$ cat config.mk
export PLATFORM = sky130hd
export DESIGN_NAME = icmp_echo_responder
export DESIGN_NICKNAME = d
export VERILOG_FILES = /design/src/sv/ier_pkg.sv /design/src/sv/ier_queue.sv /design/src/sv/ier_front.sv /design/src/sv/ier_back.sv /design/src/sv/icmp_echo_responder.sv
export SDC_FILE = /design/constraint.sdc
export NUM_CORES = 2
export LEC_CHECK = 0
export BUFFER_PORTS_ARGS = -buffer_cell sky130_fd_sc_hd__buf_2
export CORE_MARGIN = 4
export CORE_UTILIZATION = 35
export CTS_BUF_LIST = sky130_fd_sc_hd__clkbuf_2 sky130_fd_sc_hd__clkbuf_4 sky130_fd_sc_hd__clkbuf_8
export DETAILED_ROUTE_END_ITERATION = 12
export SYNTH_ARGS = -nofsm -noshare
export SYNTH_HDL_FRONTEND = slang
export SYNTH_SLANG_ARGS = --single-unit
$ cat constraint.sdc
create_clock -name clk -period 14.53 [get_ports clk]
set_input_delay 4.359 -clock clk [delete_from_list [all_inputs] [get_ports clk]]
set_output_delay 4.359 -clock clk [all_outputs]
set_load 0.03 [all_outputs]
$ cat src/sv/ier_pkg.sv
// ============================================================================
// ICMP echo responder package
// Shared types, header offsets, match values and the checksum helper.
// ============================================================================
package ier_pkg;

  localparam int HEADER_BYTES_DEF = 54;
  localparam int COUNT_LIMIT_DEF  = 4095;

  localparam int          CFG_W             = 12;
  localparam logic [11:0] MAX_FRAME_LEN_RST = 12'd1600;

  localparam int         PADDR_W           = 3;
  localparam int         REG_IDX_W         = 1;
  localparam logic [0:0] REG_MAX_FRAME_LEN = 1'b0;

  localparam int PAY_DEPTH = 64;
  localparam int OB_DEPTH  = 4;

  localparam int OFF_DST_MAC   = 0;
  localparam int MAC_LEN       = 6;
  localparam int OFF_ETYPE     = 12;
  localparam int OFF_VER       = 14;
  localparam int OFF_PROTO     = 23;
  localparam int OFF_SRC_IP    = 26;
  localparam int OFF_DST_IP    = 30;
  localparam int IP_LEN        = 4;
  localparam int OFF_ICMP_TYPE = 34;
  localparam int OFF_ICMP_CODE = 35;
  localparam int OFF_ICMP_CSUM = 36;

  localparam logic [7:0] FIRST_BYTE      = 8'h02;
  localparam logic [7:0] ETYPE_HI        = 8'h08;
  localparam logic [7:0] ETYPE_LO        = 8'h00;
  localparam logic [3:0] IPV4_VER        = 4'h4;
  localparam logic [7:0] PROTO_ICMP      = 8'h01;
  localparam logic [7:0] ICMP_ECHO_REQ   = 8'h08;
  localparam logic [7:0] ICMP_ECHO_REPLY = 8'h00;

  typedef struct packed {
    logic [7:0] rx_byte;
    logic       rx_last;
  } rx_item_t;

  typedef struct packed {
    logic [7:0] tx_byte;
    logic       tx_last;
    logic       tx_abort;
  } tx_item_t;

  typedef struct packed {
    logic [15:0] csum;
    logic        fin_last;
    logic        fin_abort;
  } desc_t;

  typedef struct packed {
    logic       en;
    logic       bank;
    logic [7:0] data;
  } hdr_wr_t;

  typedef struct packed {
    logic  en;
    logic  bank;
    desc_t desc;
  } desc_wr_t;

  typedef enum logic [1:0] {
    BK_IDLE,
    BK_HDR,
    BK_PAY
  } back_state_t;

  function automatic logic [15:0] csum_adjust(logic [15:0] hc, logic [15:0] m_old,
                                              logic [15:0] m_new);
    logic [17:0] s;
    logic [16:0] f1;
    logic [15:0] f2;
    s  = {2'b00, ~hc} + {2'b00, ~m_old} + {2'b00, m_new};
    f1 = {1'b0, s[15:0]} + {15'd0, s[17:16]};
    f2 = f1[15:0] + {15'd0, f1[16]};
    return ~f2;
  endfunction

endpackage

$ cat src/sv/ier_queue.sv
// ============================================================================
// Payload queue
// Memory-based first-word-fall-through queue for pass-through reply beats.
// ============================================================================
module ier_queue #(
  parameter int DEPTH = ier_pkg::PAY_DEPTH
) (
  input  logic              clk,
  input  logic              rst,
  input  logic              push,
  input  ier_pkg::tx_item_t push_item,
  output logic              full,
  output logic              head_valid,
  output ier_pkg::tx_item_t head,
  input  logic              pop
);

  localparam int AW   = $clog2(DEPTH);
  localparam int CNTW = $clog2(DEPTH + 1);

  ier_pkg::tx_item_t mem [DEPTH];
  logic [AW-1:0]     wr_ptr;
  logic [AW-1:0]     rd_ptr;
  logic [CNTW-1:0]   mem_cnt;
  logic              load;

  assign full = (mem_cnt == CNTW'(DEPTH));
  assign load = (mem_cnt != '0) && (!head_valid || pop);

  always_ff @(posedge clk) begin
    if (push) begin
      mem[wr_ptr] <= push_item;
    end
    if (load) begin
      head <= mem[rd_ptr];
    end
  end

  always_ff @(posedge clk) begin
    if (rst) begin
      wr_ptr     <= '0;
      rd_ptr     <= '0;
      mem_cnt    <= '0;
      head_valid <= 1'b0;
    end else begin
      if (push) begin
        wr_ptr <= wr_ptr + AW'(1);
      end
      if (load) begin
        rd_ptr <= rd_ptr + AW'(1);
      end
      mem_cnt <= mem_cnt + CNTW'(push) - CNTW'(load);
      if (load) begin
        head_valid <= 1'b1;
      end else if (pop) begin
        head_valid <= 1'b0;
      end
    end
  end

  a_no_overflow: assert property (@(posedge clk) disable iff (rst) push |-> !full)
    else $error("Payload queue written while full.");

endmodule

$ cat src/sv/ier_front.sv
// ============================================================================
// Receive front end
// Counts frame bytes, stores the header, checks for an echo request and
// pushes reply descriptors and pass-through beats toward the back end.
// ============================================================================
module ier_front #(
  parameter int HEADER_BYTES = ier_pkg::HEADER_BYTES_DEF,
  parameter int COUNT_LIMIT  = ier_pkg::COUNT_LIMIT_DEF
) (
  input  logic                             clk,
  input  logic                             rst,
  input  logic [ier_pkg::CFG_W-1:0]        max_frame_len,
  input  logic                             rx_valid,
  output logic                             rx_ready,
  input  ier_pkg::rx_item_t                rx_data,
  output ier_pkg::hdr_wr_t                 hdr_wr,
  output logic [$clog2(HEADER_BYTES)-1:0]  hdr_idx,
  output ier_pkg::desc_wr_t                desc_wr,
  input  logic [1:0]                       busy,
  output logic                             pay_push,
  output ier_pkg::tx_item_t                pay_item,
  input  logic                             pay_full
);

  localparam int CW = $clog2(COUNT_LIMIT + 1);
  localparam int IW = $clog2(HEADER_BYTES);

  logic [CW-1:0] byte_count;
  logic          answered;
  logic          rejected;
  logic          hdr_ok;
  logic          wbank;
  logic [7:0]    b34, b35, b36, b37;

  logic          acc;
  logic          in_hdr;
  logic          is_decide;
  logic          chk;
  logic          ok_now;
  logic          over_pay;
  logic          over_hdr;
  logic [CW-1:0] cnt_inc;
  logic [7:0]    b;
  logic          last;

  assign b    = rx_data.rx_byte;
  assign last = rx_data.rx_last;

  always_comb begin
    if (rejected) begin
      rx_ready = 1'b1;
    end else if (answered) begin
      rx_ready = !pay_full;
    end else begin
      rx_ready = !busy[wbank];
    end
  end

  assign acc       = rx_valid && rx_ready;
  assign in_hdr    = !answered && !rejected;
  assign is_decide = in_hdr && (byte_count == CW'(HEADER_BYTES - 1));
  assign cnt_inc   = (byte_count < CW'(COUNT_LIMIT)) ? byte_count + CW'(1) : byte_count;
  assign over_pay  = (byte_count >= CW'(COUNT_LIMIT)) ||
                     ({{ier_pkg::CFG_W{1'b0}}, byte_count} >=
                      {{CW{1'b0}}, max_frame_len});
  assign over_hdr  = max_frame_len < ier_pkg::CFG_W'(HEADER_BYTES);

  always_comb begin
    chk = 1'b1;
    if (byte_count == CW'(ier_pkg::OFF_DST_MAC)) begin
      chk = (b == ier_pkg::FIRST_BYTE);
    end else if (byte_count == CW'(ier_pkg::OFF_ETYPE)) begin
      chk = (b == ier_pkg::ETYPE_HI);
    end else if (byte_count == CW'(ier_pkg::OFF_ETYPE + 1)) begin
      chk = (b == ier_pkg::ETYPE_LO);
    end else if (byte_count == CW'(ier_pkg::OFF_VER)) begin
      chk = (b[7:4] == ier_pkg::IPV4_VER);
    end else if (byte_count == CW'(ier_pkg::OFF_PROTO)) begin
      chk = (b == ier_pkg::PROTO_ICMP);
    end else if (byte_count == CW'(ier_pkg::OFF_ICMP_TYPE)) begin
      chk = (b == ier_pkg::ICMP_ECHO_REQ);
    end
  end

  assign ok_now = hdr_ok && chk;

  assign hdr_wr.en   = acc && in_hdr;
  assign hdr_wr.bank = wbank;
  assign hdr_wr.data = b;
  assign hdr_idx     = byte_count[IW-1:0];

  assign desc_wr.en             = acc && is_decide && ok_now;
  assign desc_wr.bank           = wbank;
  assign desc_wr.desc.csum      = ier_pkg::csum_adjust({b36, b37}, {b34, b35},
                                                       {ier_pkg::ICMP_ECHO_REPLY, b35});
  assign desc_wr.desc.fin_last  = last || over_hdr;
  assign desc_wr.desc.fin_abort = over_hdr;

  assign pay_push          = acc && answered && !rejected;
  assign pay_item.tx_byte  = b;
  assign pay_item.tx_last  = last || over_pay;
  assign pay_item.tx_abort = over_pay;

  always_ff @(posedge clk) begin
    if (hdr_wr.en) begin
      if (byte_count == CW'(ier_pkg::OFF_ICMP_TYPE)) begin
        b34 <= b;
      end
      if (byte_count == CW'(ier_pkg::OFF_ICMP_CODE)) begin
        b35 <= b;
      end
      if (byte_count == CW'(ier_pkg::OFF_ICMP_CSUM)) begin
        b36 <= b;
      end
      if (byte_count == CW'(ier_pkg::OFF_ICMP_CSUM + 1)) begin
        b37 <= b;
      end
    end
  end

  always_ff @(posedge clk) begin
    if (rst) begin
      byte_count <= '0;
      answered   <= 1'b0;
      rejected   <= 1'b0;
      hdr_ok     <= 1'b1;
      wbank      <= 1'b0;
    end else if (acc) begin
      if (last) begin
        byte_count <= '0;
        answered   <= 1'b0;
        rejected   <= 1'b0;
        hdr_ok     <= 1'b1;
        if (is_decide && ok_now) begin
          wbank <= ~wbank;
        end
      end else if (rejected) begin
        rejected <= 1'b1;
      end else if (answered) begin
        byte_count <= cnt_inc;
        if (over_pay) begin
          answered <= 1'b0;
          rejected <= 1'b1;
        end
      end else begin
        byte_count <= cnt_inc;
        hdr_ok     <= ok_now;
        if (is_decide) begin
          if (!ok_now) begin
            rejected <= 1'b1;
          end else begin
            wbank <= ~wbank;
            if (over_hdr) begin
              rejected <= 1'b1;
            end else begin
              answered <= 1'b1;
            end
          end
        end
      end
    end
  end

  a_bank_free: assert property (@(posedge clk) disable iff (rst)
    hdr_wr.en |-> !busy[hdr_wr.bank])
    else $error("Header bank written while the back end still owns it.");

endmodule

$ cat src/sv/ier_back.sv
// ============================================================================
// Transmit back end
// Replays a stored header with addresses swapped and the ICMP fields
// rewritten, then drains the payload queue, through a small output buffer.
// ============================================================================
module ier_back #(
  parameter int HEADER_BYTES = ier_pkg::HEADER_BYTES_DEF
) (
  input  logic                             clk,
  input  logic                             rst,
  input  ier_pkg::hdr_wr_t                 hdr_wr,
  input  logic [$clog2(HEADER_BYTES)-1:0]  hdr_idx,
  input  ier_pkg::desc_wr_t                desc_wr,
  output logic [1:0]                       busy,
  input  logic                             head_valid,
  input  ier_pkg::tx_item_t                head,
  output logic                             pop,
  output logic                             tx_valid,
  input  logic                             tx_ready,
  output ier_pkg::tx_item_t                tx_data
);

  localparam int IW   = $clog2(HEADER_BYTES);
  localparam int OBAW = $clog2(ier_pkg::OB_DEPTH);
  localparam int OBCW = $clog2(ier_pkg::OB_DEPTH + 1);

  logic [7:0]           hdr_mem [2**(IW+1)];
  logic [7:0]           hdr_q;
  ier_pkg::desc_t       desc_bank [2];

  ier_pkg::back_state_t state, state_next;
  logic                 rbank;
  logic [IW-1:0]        hidx;
  logic [IW-1:0]        src;
  logic                 hdr_issue;
  logic                 hdr_last;
  logic                 issue_ok;

  logic                 s1_valid;
  logic                 s1_pay;
  logic [IW-1:0]        s1_idx;
  ier_pkg::desc_t       s1_desc;
  ier_pkg::tx_item_t    s1_item;
  ier_pkg::tx_item_t    s1_out;

  ier_pkg::tx_item_t    ob [ier_pkg::OB_DEPTH];
  logic [OBAW-1:0]      ob_wr;
  logic [OBAW-1:0]      ob_rd;
  logic [OBCW-1:0]      ob_cnt;
  logic                 tx_pop;

  assign issue_ok = (ob_cnt + OBCW'(s1_valid)) < OBCW'(ier_pkg::OB_DEPTH);
  assign hdr_last = (hidx == IW'(HEADER_BYTES - 1));

  always_comb begin
    state_next = state;
    unique case (state)
      ier_pkg::BK_IDLE: begin
        if (busy[rbank]) begin
          state_next = ier_pkg::BK_HDR;
        end
      end
      ier_pkg::BK_HDR: begin
        if (issue_ok && hdr_last) begin
          state_next = desc_bank[rbank].fin_last ? ier_pkg::BK_IDLE : ier_pkg::BK_PAY;
        end
      end
      ier_pkg::BK_PAY: begin
        if (issue_ok && head_valid && head.tx_last) begin
          state_next = ier_pkg::BK_IDLE;
        end
      end
      default: state_next = ier_pkg::BK_IDLE;
    endcase
  end

  always_comb begin
    hdr_issue = 1'b0;
    pop       = 1'b0;
    unique case (state)
      ier_pkg::BK_IDLE: ;
      ier_pkg::BK_HDR:  hdr_issue = issue_ok;
      ier_pkg::BK_PAY:  pop = issue_ok && head_valid;
      default: ;
    endcase
  end

  always_comb begin
    src = hidx;
    if (hidx < IW'(ier_pkg::MAC_LEN)) begin
      src = hidx + IW'(ier_pkg::MAC_LEN);
    end else if (hidx < IW'(2 * ier_pkg::MAC_LEN)) begin
      src = hidx - IW'(ier_pkg::MAC_LEN);
    end else if (hidx >= IW'(ier_pkg::OFF_SRC_IP) && hidx < IW'(ier_pkg::OFF_DST_IP)) begin
      src = hidx + IW'(ier_pkg::IP_LEN);
    end else if (hidx >= IW'(ier_pkg::OFF_DST_IP) &&
                 hidx < IW'(ier_pkg::OFF_DST_IP + ier_pkg::IP_LEN)) begin
      src = hidx - IW'(ier_pkg::IP_LEN);
    end
  end

  always_ff @(posedge clk) begin
    if (hdr_wr.en) begin
      hdr_mem[{hdr_wr.bank, hdr_idx}] <= hdr_wr.data;
    end
    hdr_q <= hdr_mem[{rbank, src}];
  end

  always_ff @(posedge clk) begin
    if (desc_wr.en) begin
      desc_bank[desc_wr.bank] <= desc_wr.desc;
    end
    s1_pay  <= pop;
    s1_idx  <= hidx;
    s1_desc <= desc_bank[rbank];
    s1_item <= head;
  end

  always_ff @(posedge clk) begin
    if (rst) begin
      state    <= ier_pkg::BK_IDLE;
      rbank    <= 1'b0;
      hidx     <= '0;
      busy     <= 2'b00;
      s1_valid <= 1'b0;
    end else begin
      state    <= state_next;
      s1_valid <= hdr_issue || pop;
      if (hdr_issue) begin
        if (hdr_last) begin
          hidx  <= '0;
          rbank <= ~rbank;
        end else begin
          hidx <= hidx + IW'(1);
        end
      end
      for (int i = 0; i < 2; i++) begin
        if (desc_wr.en && desc_wr.bank == 1'(i)) begin
          busy[i] <= 1'b1;
        end else if (hdr_issue && hdr_last && rbank == 1'(i)) begin
          busy[i] <= 1'b0;
        end
      end
    end
  end

  always_comb begin
    if (s1_pay) begin
      s1_out = s1_item;
    end else begin
      s1_out.tx_byte  = hdr_q;
      s1_out.tx_last  = (s1_idx == IW'(HEADER_BYTES - 1)) && s1_desc.fin_last;
      s1_out.tx_abort = (s1_idx == IW'(HEADER_BYTES - 1)) && s1_desc.fin_abort;
      if (s1_idx == IW'(ier_pkg::OFF_ICMP_TYPE)) begin
        s1_out.tx_byte = ier_pkg::ICMP_ECHO_REPLY;
      end else if (s1_idx == IW'(ier_pkg::OFF_ICMP_CSUM)) begin
        s1_out.tx_byte = s1_desc.csum[15:8];
      end else if (s1_idx == IW'(ier_pkg::OFF_ICMP_CSUM + 1)) begin
        s1_out.tx_byte = s1_desc.csum[7:0];
      end
    end
  end

  assign tx_valid = (ob_cnt != '0);
  assign tx_data  = ob[ob_rd];
  assign tx_pop   = tx_valid && tx_ready;

  always_ff @(posedge clk) begin
    if (s1_valid) begin
      ob[ob_wr] <= s1_out;
    end
  end

  always_ff @(posedge clk) begin
    if (rst) begin
      ob_wr  <= '0;
      ob_rd  <= '0;
      ob_cnt <= '0;
    end else begin
      if (s1_valid) begin
        ob_wr <= ob_wr + OBAW'(1);
      end
      if (tx_pop) begin
        ob_rd <= ob_rd + OBAW'(1);
      end
      ob_cnt <= ob_cnt + OBCW'(s1_valid) - OBCW'(tx_pop);
    end
  end

  a_ob_room: assert property (@(posedge clk) disable iff (rst)
    s1_valid |-> ob_cnt < OBCW'(ier_pkg::OB_DEPTH))
    else $error("Output buffer written while full.");

  a_read_owned: assert property (@(posedge clk) disable iff (rst)
    hdr_issue |-> busy[rbank])
    else $error("Header replayed from a bank that holds no reply.");

  a_abort_last: assert property (@(posedge clk) disable iff (rst)
    (tx_valid && tx_data.tx_abort) |-> tx_data.tx_last)
    else $error("Abort flagged on a beat that does not end the reply.");

endmodule

$ cat src/sv/icmp_echo_responder.sv
// ============================================================================
// ICMP echo responder
// Answers IPv4 ICMP echo requests carried in Ethernet frames, byte by byte.
// ============================================================================
// One received byte is taken per clock unless input stalls, and, once a
// reply is under way, one reply byte is given per clock while tx_ready is
// high and bytes are at hand. The first 54 bytes of a frame are held in
// one of two header banks; on the 54th byte the frame is checked and, if it
// is an echo request, the rewritten header is replayed from that bank while
// later bytes collect in a 64-beat payload queue. The back end returns to
// idle after each answered frame. Input stalls only when the header bank
// to be written is still being replayed or the payload queue is full. The
// max frame length register sits at byte address 0 of the APB-style port.
module icmp_echo_responder #(
  parameter int HEADER_BYTES = ier_pkg::HEADER_BYTES_DEF,
  parameter int COUNT_LIMIT  = ier_pkg::COUNT_LIMIT_DEF
) (
  input  logic                          clk,
  input  logic                          rst,
  input  logic                          rx_valid,
  output logic                          rx_ready,
  input  ier_pkg::rx_item_t             rx_data,
  output logic                          tx_valid,
  input  logic                          tx_ready,
  output ier_pkg::tx_item_t             tx_data,
  input  logic                          psel,
  input  logic                          penable,
  input  logic                          pwrite,
  input  logic [ier_pkg::PADDR_W-1:0]   paddr,
  input  logic [31:0]                   pwdata,
  output logic [31:0]                   prdata,
  output logic                          pready
);

  localparam int IW = $clog2(HEADER_BYTES);

  logic [ier_pkg::CFG_W-1:0]     max_frame_len;
  logic [ier_pkg::REG_IDX_W-1:0] reg_idx;
  ier_pkg::hdr_wr_t              hdr_wr;
  logic [IW-1:0]                 hdr_idx;
  ier_pkg::desc_wr_t             desc_wr;
  logic [1:0]                    busy;
  logic                          pay_push;
  ier_pkg::tx_item_t             pay_item;
  logic                          pay_full;
  logic                          head_valid;
  ier_pkg::tx_item_t             head;
  logic                          pop;

  assign pready  = 1'b1;
  assign reg_idx = paddr[ier_pkg::PADDR_W-1:2];

  always_ff @(posedge clk) begin
    if (rst) begin
      max_frame_len <= ier_pkg::MAX_FRAME_LEN_RST;
    end else if (psel && penable && pwrite && pready &&
                 reg_idx == ier_pkg::REG_MAX_FRAME_LEN) begin
      max_frame_len <= pwdata[ier_pkg::CFG_W-1:0];
    end
  end

  always_comb begin
    unique case (reg_idx)
      ier_pkg::REG_MAX_FRAME_LEN: prdata = {{(32 - ier_pkg::CFG_W){1'b0}}, max_frame_len};
      default:                    prdata = 32'd0;
    endcase
  end

  ier_front #(
    .HEADER_BYTES (HEADER_BYTES),
    .COUNT_LIMIT  (COUNT_LIMIT)
  ) u_front (
    .clk           (clk),
    .rst           (rst),
    .max_frame_len (max_frame_len),
    .rx_valid      (rx_valid),
    .rx_ready      (rx_ready),
    .rx_data       (rx_data),
    .hdr_wr        (hdr_wr),
    .hdr_idx       (hdr_idx),
    .desc_wr       (desc_wr),
    .busy          (busy),
    .pay_push      (pay_push),
    .pay_item      (pay_item),
    .pay_full      (pay_full)
  );

  ier_queue #(
    .DEPTH (ier_pkg::PAY_DEPTH)
  ) u_queue (
    .clk        (clk),
    .rst        (rst),
    .push       (pay_push),
    .push_item  (pay_item),
    .full       (pay_full),
    .head_valid (head_valid),
    .head       (head),
    .pop        (pop)
  );

  ier_back #(
    .HEADER_BYTES (HEADER_BYTES)
  ) u_back (
    .clk        (clk),
    .rst        (rst),
    .hdr_wr     (hdr_wr),
    .hdr_idx    (hdr_idx),
    .desc_wr    (desc_wr),
    .busy       (busy),
    .head_valid (head_valid),
    .head       (head),
    .pop        (pop),
    .tx_valid   (tx_valid),
    .tx_ready   (tx_ready),
    .tx_data    (tx_data)
  );

endmodule
### Word-level counts from Yosys, hierarchy flattened

Memories as Yosys holds them, arrays and structs flattened. A register that Yosys moved wholly into a read port is not among the register bits.
Index checks and enable logic that the tools add are counted.

| word-level totals | value |
|---|---|
| register bits | 134 |
| bits in latches | 0 |
| RAM bits | 1,740 |
| bits in read-only memories | 0 |
| input port bits | 51 |
| output and inout port bits | 45 |
| logic and storage cells | 230 |
| memories kept | 4 |

Memory list:

| memory | depth | bits a word | read ports | clocked after memory_dff | wr ports | line | text |
|---|---|---|---|---|---|---|---|
| u_back.hdr_mem | 128 | 8 | 1 | 1 | 1 | ier_back.sv:27 | `logic [7:0] hdr_mem [2**(IW+1)];` |
| u_queue.mem | 64 | 10 | 1 | 1 | 1 | ier_queue.sv:21 | `ier_pkg::tx_item_t mem [DEPTH];` |
| u_back.ob | 4 | 10 | 1 | 1 | 1 | ier_back.sv:46 | `ier_pkg::tx_item_t ob [ier_pkg::OB_DEPTH];` |
| u_back.desc_bank | 2 | 18 | 1 | 1 | 1 | ier_back.sv:29 | `ier_pkg::desc_t desc_bank [2];` |

| cells by class | value |
|---|---|
| add/sub/neg operators | 18 |
| $mul | 0 |
| divide/modulo/power cells | 0 |
| magnitude comparators | 13 |
| equal/unequal tests | 27 |
| shift-type cells | 0 |
| muxes and demuxes | 73 |
| bitwise gates (word level) | 6 |
| reductions and logical operators | 58 |

Operators with widths:

| kind | count |
|---|---|
| $eq 12x6->1 const B | 5 |
| $mux 1 | 53 |
| $mux 12 | 4 |
| $not 16->16 | 3 |
| $eq 12x4->1 const B | 3 |
| $eq 6x6->1 const B | 5 |
| $mux 6 | 5 |
| $logic_and 1x1->1 | 27 |
| $mux 8 | 3 |
| $add 18x8->18 | 1 |
| $add 6x1->6 const B | 3 |
| $add 16x16->17 | 1 |
| $add 16x2->17 | 1 |
| $add 16x1->16 | 1 |
| $add 12x1->12 const B | 1 |
| $add 6x3->6 const B | 2 |
| $eq 12x5->1 const B | 1 |
| $ge 12x12->1 | 1 |
| $ge 12x12->1 const B | 1 |
| $ge 6x5->1 const B | 2 |
| $logic_not 12->1 | 1 |
| $lt 12x12->1 const B | 1 |
| $lt 12x6->1 const B | 1 |
| $mux 2 | 6 |
| other kinds (34) | 63 |

### Longest topological paths before layout

| logic depth | value |
|---|---|
| depth in word-level cells | 13 |
| mapped depth | 31 |
| depth with buffers taken out | 31 |

### By module

From an unflattened synthesis, not the netlist that was laid out.

| unflattened totals | value |
|---|---|
| cell total of the unflattened synthesis | 4,287 |
| area total of the unflattened synthesis | 77,001.4 µm² |

Modules (own cells, without submodules):

| module | instances | cells an instance | area each (µm²) | sequential area each (µm²) |
|---|---|---|---|---|
| ier_back | 1 | 2,361 | 45,426.1 | 34,332.9 |
| ier_queue | 1 | 1,334 | 26,222.6 | 19,919.1 |
| ier_front | 1 | 503 | 4,559.4 | 1,281.2 |
| icmp_echo_responder | 1 | 89 | 793.3 | 240.2 |

### Worst setup path before layout

No wires, ideal clock.

| path | value |
|---|---|
| path kind | input-to-output |
| from | input port paddr[2] (netlist name) |
| to | output port prdata[10] |
| arrival | 4,959 ps |
| data required time | 10,171 ps |
| setup slack | 5,212 ps |
| stages | 2 |
| path buffers | 1 |
| cells stage by stage | clkbuf_1 > nor2_1 |

| between the ends | value |
|---|---|
| longest elaborated chain between the ends | 1 |

RTL lines:

| element | line | text |
|---|---|---|
| from (decl) | icmp_echo_responder.sv:29 | `input logic [ier_pkg::PADDR_W-1:0] paddr,` |
| $mux 12 | icmp_echo_responder.sv:63 | `unique case (reg_idx)` |
| to (decl) | icmp_echo_responder.sv:31 | `output logic [31:0] prdata,` |

No other way between the ends.

### Worst setup path after layout

| path | value |
|---|---|
| from | input port paddr[2] (netlist name) |
| to | output port prdata[8] |

Same word-level chain as after synthesis.

==> metrics.yaml <==
die_w_um: 474.0
combinationalPowerShare_pct: 8.8
routedWlPerCell_um: 24.02
clock-sinks: 1895
io_pins: 96
yosysTopAreaCell: "edfxtp_1"
synth_cell_types: 94
cellLeakagePower_nw: 27.14
endpoint_kind: "primary output"
syn_area_per_cell_sq_um: 19.38
core-area_sq_um: 215300
startpoint: "paddr[2]"
switchingPower_w: 0.002690
synthMostInstantiatedCell: "edfxtp_1"
synth-edff-count: 1782
port_buffers: 52
post-synth-top-area-fraction_pct: 70.41
cts_tree: "yes"
crit_required_ps: 10170
irDropWorstVdd_mv: 0.09608
drt_iter0_markers: 3387
setup_violations: 0
synth_area_sq_um: 76000
initial_core_util_pct: 35.31
cts_setup_buffers: 0
dieHeight_um: 474.0
antenna_found_initial: 3
htree_levels: 5
outcome: "finished, final reports clean"
viasPerCell: 5.186
cts-root-buf: "clkbuf_8"
crit_path_start_kind: "input port"
ys_top_cells_by_area: "edfxtp_1 70%, mux4_2 14%, dfxtp_1 3.0%"
hold_path_class: "reg -> reg"
insertion_delay_ps: 1000
period_minus_slack_ps: 9206
fmax_mhz: 108.6
gp_congestion: 0.8211
worst-slew-pin-transition_ps: 1280
maxCapViolations: 0
path_max_fanout: 14
fin_crit_sh_pct: 63.36
power_frac_seq_pct: 52.4
gr-usage-all-layers_pct: 15.33
worstSetupPathType: "in -> out"
syn_to_final_growth_pct: 12.67
drtPass1Iterations: 5
synth_common_cells: "1782 x edfxtp_1, 476 x mux4_2, 306 x nor2_1"
ant_nets: 0
drc: 0
grt_pass1_wl_mm: 256.8
numCtsBuffers: 323
final_cells: 7235
fin_tns_setup_ps: 0
row_count: 170
wl_mm: 173.8
finClkSkew_ps: 101.0
syn_inst: 3922
synth-seq-cells: 1895
gr-total-overflow: 0
switching_share_pct: 23.01
grt_max_degree: 109
hp-start: "u_queue.head[4]"
clkPwrFrac_pct: 38.9
clk_pin_slew_ps: 60
grt_pass1_vias: 38710
drive_gt1_share_pct: 25.86
vias: 37520
cts_resized: 0
r2r_start: "u_front.b35[0]"
power.density_nw_per_um2: 136.5
cts.path.max_buffers: 4
intPower_w: 0.009002
ys.flop_type: "edfxtp_1"
slew_violations: 0
final_nets: 4302
synth_seq_area_share_pct: 73.38
async_reset_ff_share_pct: 0
synth_warnings: 0
place_hpwl_mm: 104.4
arrival_ps: 4850
hold_viol_final: 0
placed_cells: 6686
cts-hold-fix-buffers: 0
rsz0062_at_grt: "no"
die-area_sq_um: 224700
max_slew_margin_pct: 14.67
==> path summary, 6_finish.rpt <==
path,cells past startpoint,end,slack (ps)
worst max-delay path,3,prdata[8],5320
worst min-delay path,0,u_back.s1_item[4],340
worst max register to register,29,u_back.desc_bank[1][16],6600
worst min register to register,0,u_back.s1_item[4],340
==> routing by layer <==
layer	up-vias	track usage [%]	part of all wire, %
met4	0	5.085	2.8
li1	16410	-	-
met5	-	0	0
met2	1186	24.52	48
met1	19620	21.03	43
met3	303	3.119	6.4
==> registers in the layout, summed over array words and instances, names as in the netlist, 10 cells and up, named ones only <==
name                flops
u_back.desc_bank       36
u_front.byte_count     12
max_frame_len          12
u_queue.head           10
u_back.ob              40
u_back.hdr_mem       1024
u_back.s1_item         10
u_back.s1_desc         18
u_queue.mem           640
==> through the flow <==
stage	power [W]	area, sq um	utilization, %	setup slack [ps]	hold WS, ps
floorplan	0.006902	76070	-	5212	323.3
global placement	0.007276	79600	36.98	5326	335.5
detailed placement	0.007290	79600	36.98	5324	332.9
CTS	0.01184	85630	39.78	5324	343.8
global route	0.01216	85630	39.78	5277	359.2
finish	0.01169	85630	39.78	5324	339.5
==> cell type report <==
| type | instances | area (sq um) |
|---|---|---|
| Timing Repair Buffer | 108 | 755.7 |
| Clock inverter | 100 | 548.0 |
| Antenna cell | 1 | 2.502 |
| Inverter | 91 | 341.6 |
| Clock buffer | 448 | 5478 |
| Multi-Input combinational cell | 1754 | 19170 |
| Tap cell | 2838 | 3551 |
| Sequential cell | 1895 | 55790 |
| Fill cell | 19280 | 129600 |
==> cells by family (layout without fill, tap and decap cells) <==
logic type | count (synthesis) | in the layout | share of synthesized area (%)
DFF | 1895 | 1895 | 73.38
AOI/OAI and AO/OA | 288 | 288 | 2.525
adders and majority gates | 78 | 78 | 1.324
and+or+nand+nor | 662 | 662 | 4.124
buffers and inverters | 292 | 747 | 1.585
xor gates and xnor gates | 69 | 69 | 0.8050
other | 2 | 22 | 0.009881
muxes | 636 | 636 | 16.24
==> placed cells by master (no fill, tap or decap), types with 10 or more instances in the layout <==
master and count:
edfxtp_1 1782, mux4_2 476, clkbuf_8 338, nor2_1 306, mux2i_1 142, nand2_1 114, clkbuf_4 110, dfxtp_1 108
inv_1 91, a21oi_1 89, ha_1 74, clkinv_1 65, buf_4 54, xnor2_1 44, buf_2 44, o21ai_0 40
nand3_1 35, o22ai_1 35, nor3_1 27, nand4_1 27, xor2_1 23, nor4_1 21, conb_1 21, clkinv_2 21
mux2_2 18, and2_1 17, nand2b_1 15, a21o_1 15, or3_1 13, and3_1 12, nor2b_1 11, a22o_1 10
o211ai_1 10
==> critical path: stages <==
cell,delay [ps]
buf_2,170
nor2_1,110
buf_2,210
==> power groups by stage <==
stage	Combinational (W)	Clock [W]	Sequential, W
floorplan	0.000759	0	0.00614
global placement	0.00104	0	0.00624
detailed placement	0.00105	0	0.00624
CTS	0.00105	0.00466	0.00613
global route	0.00110	0.00493	0.00613
finish	0.00103	0.00454	0.00612
No activity file was read; power rests on OpenSTA's default activity.
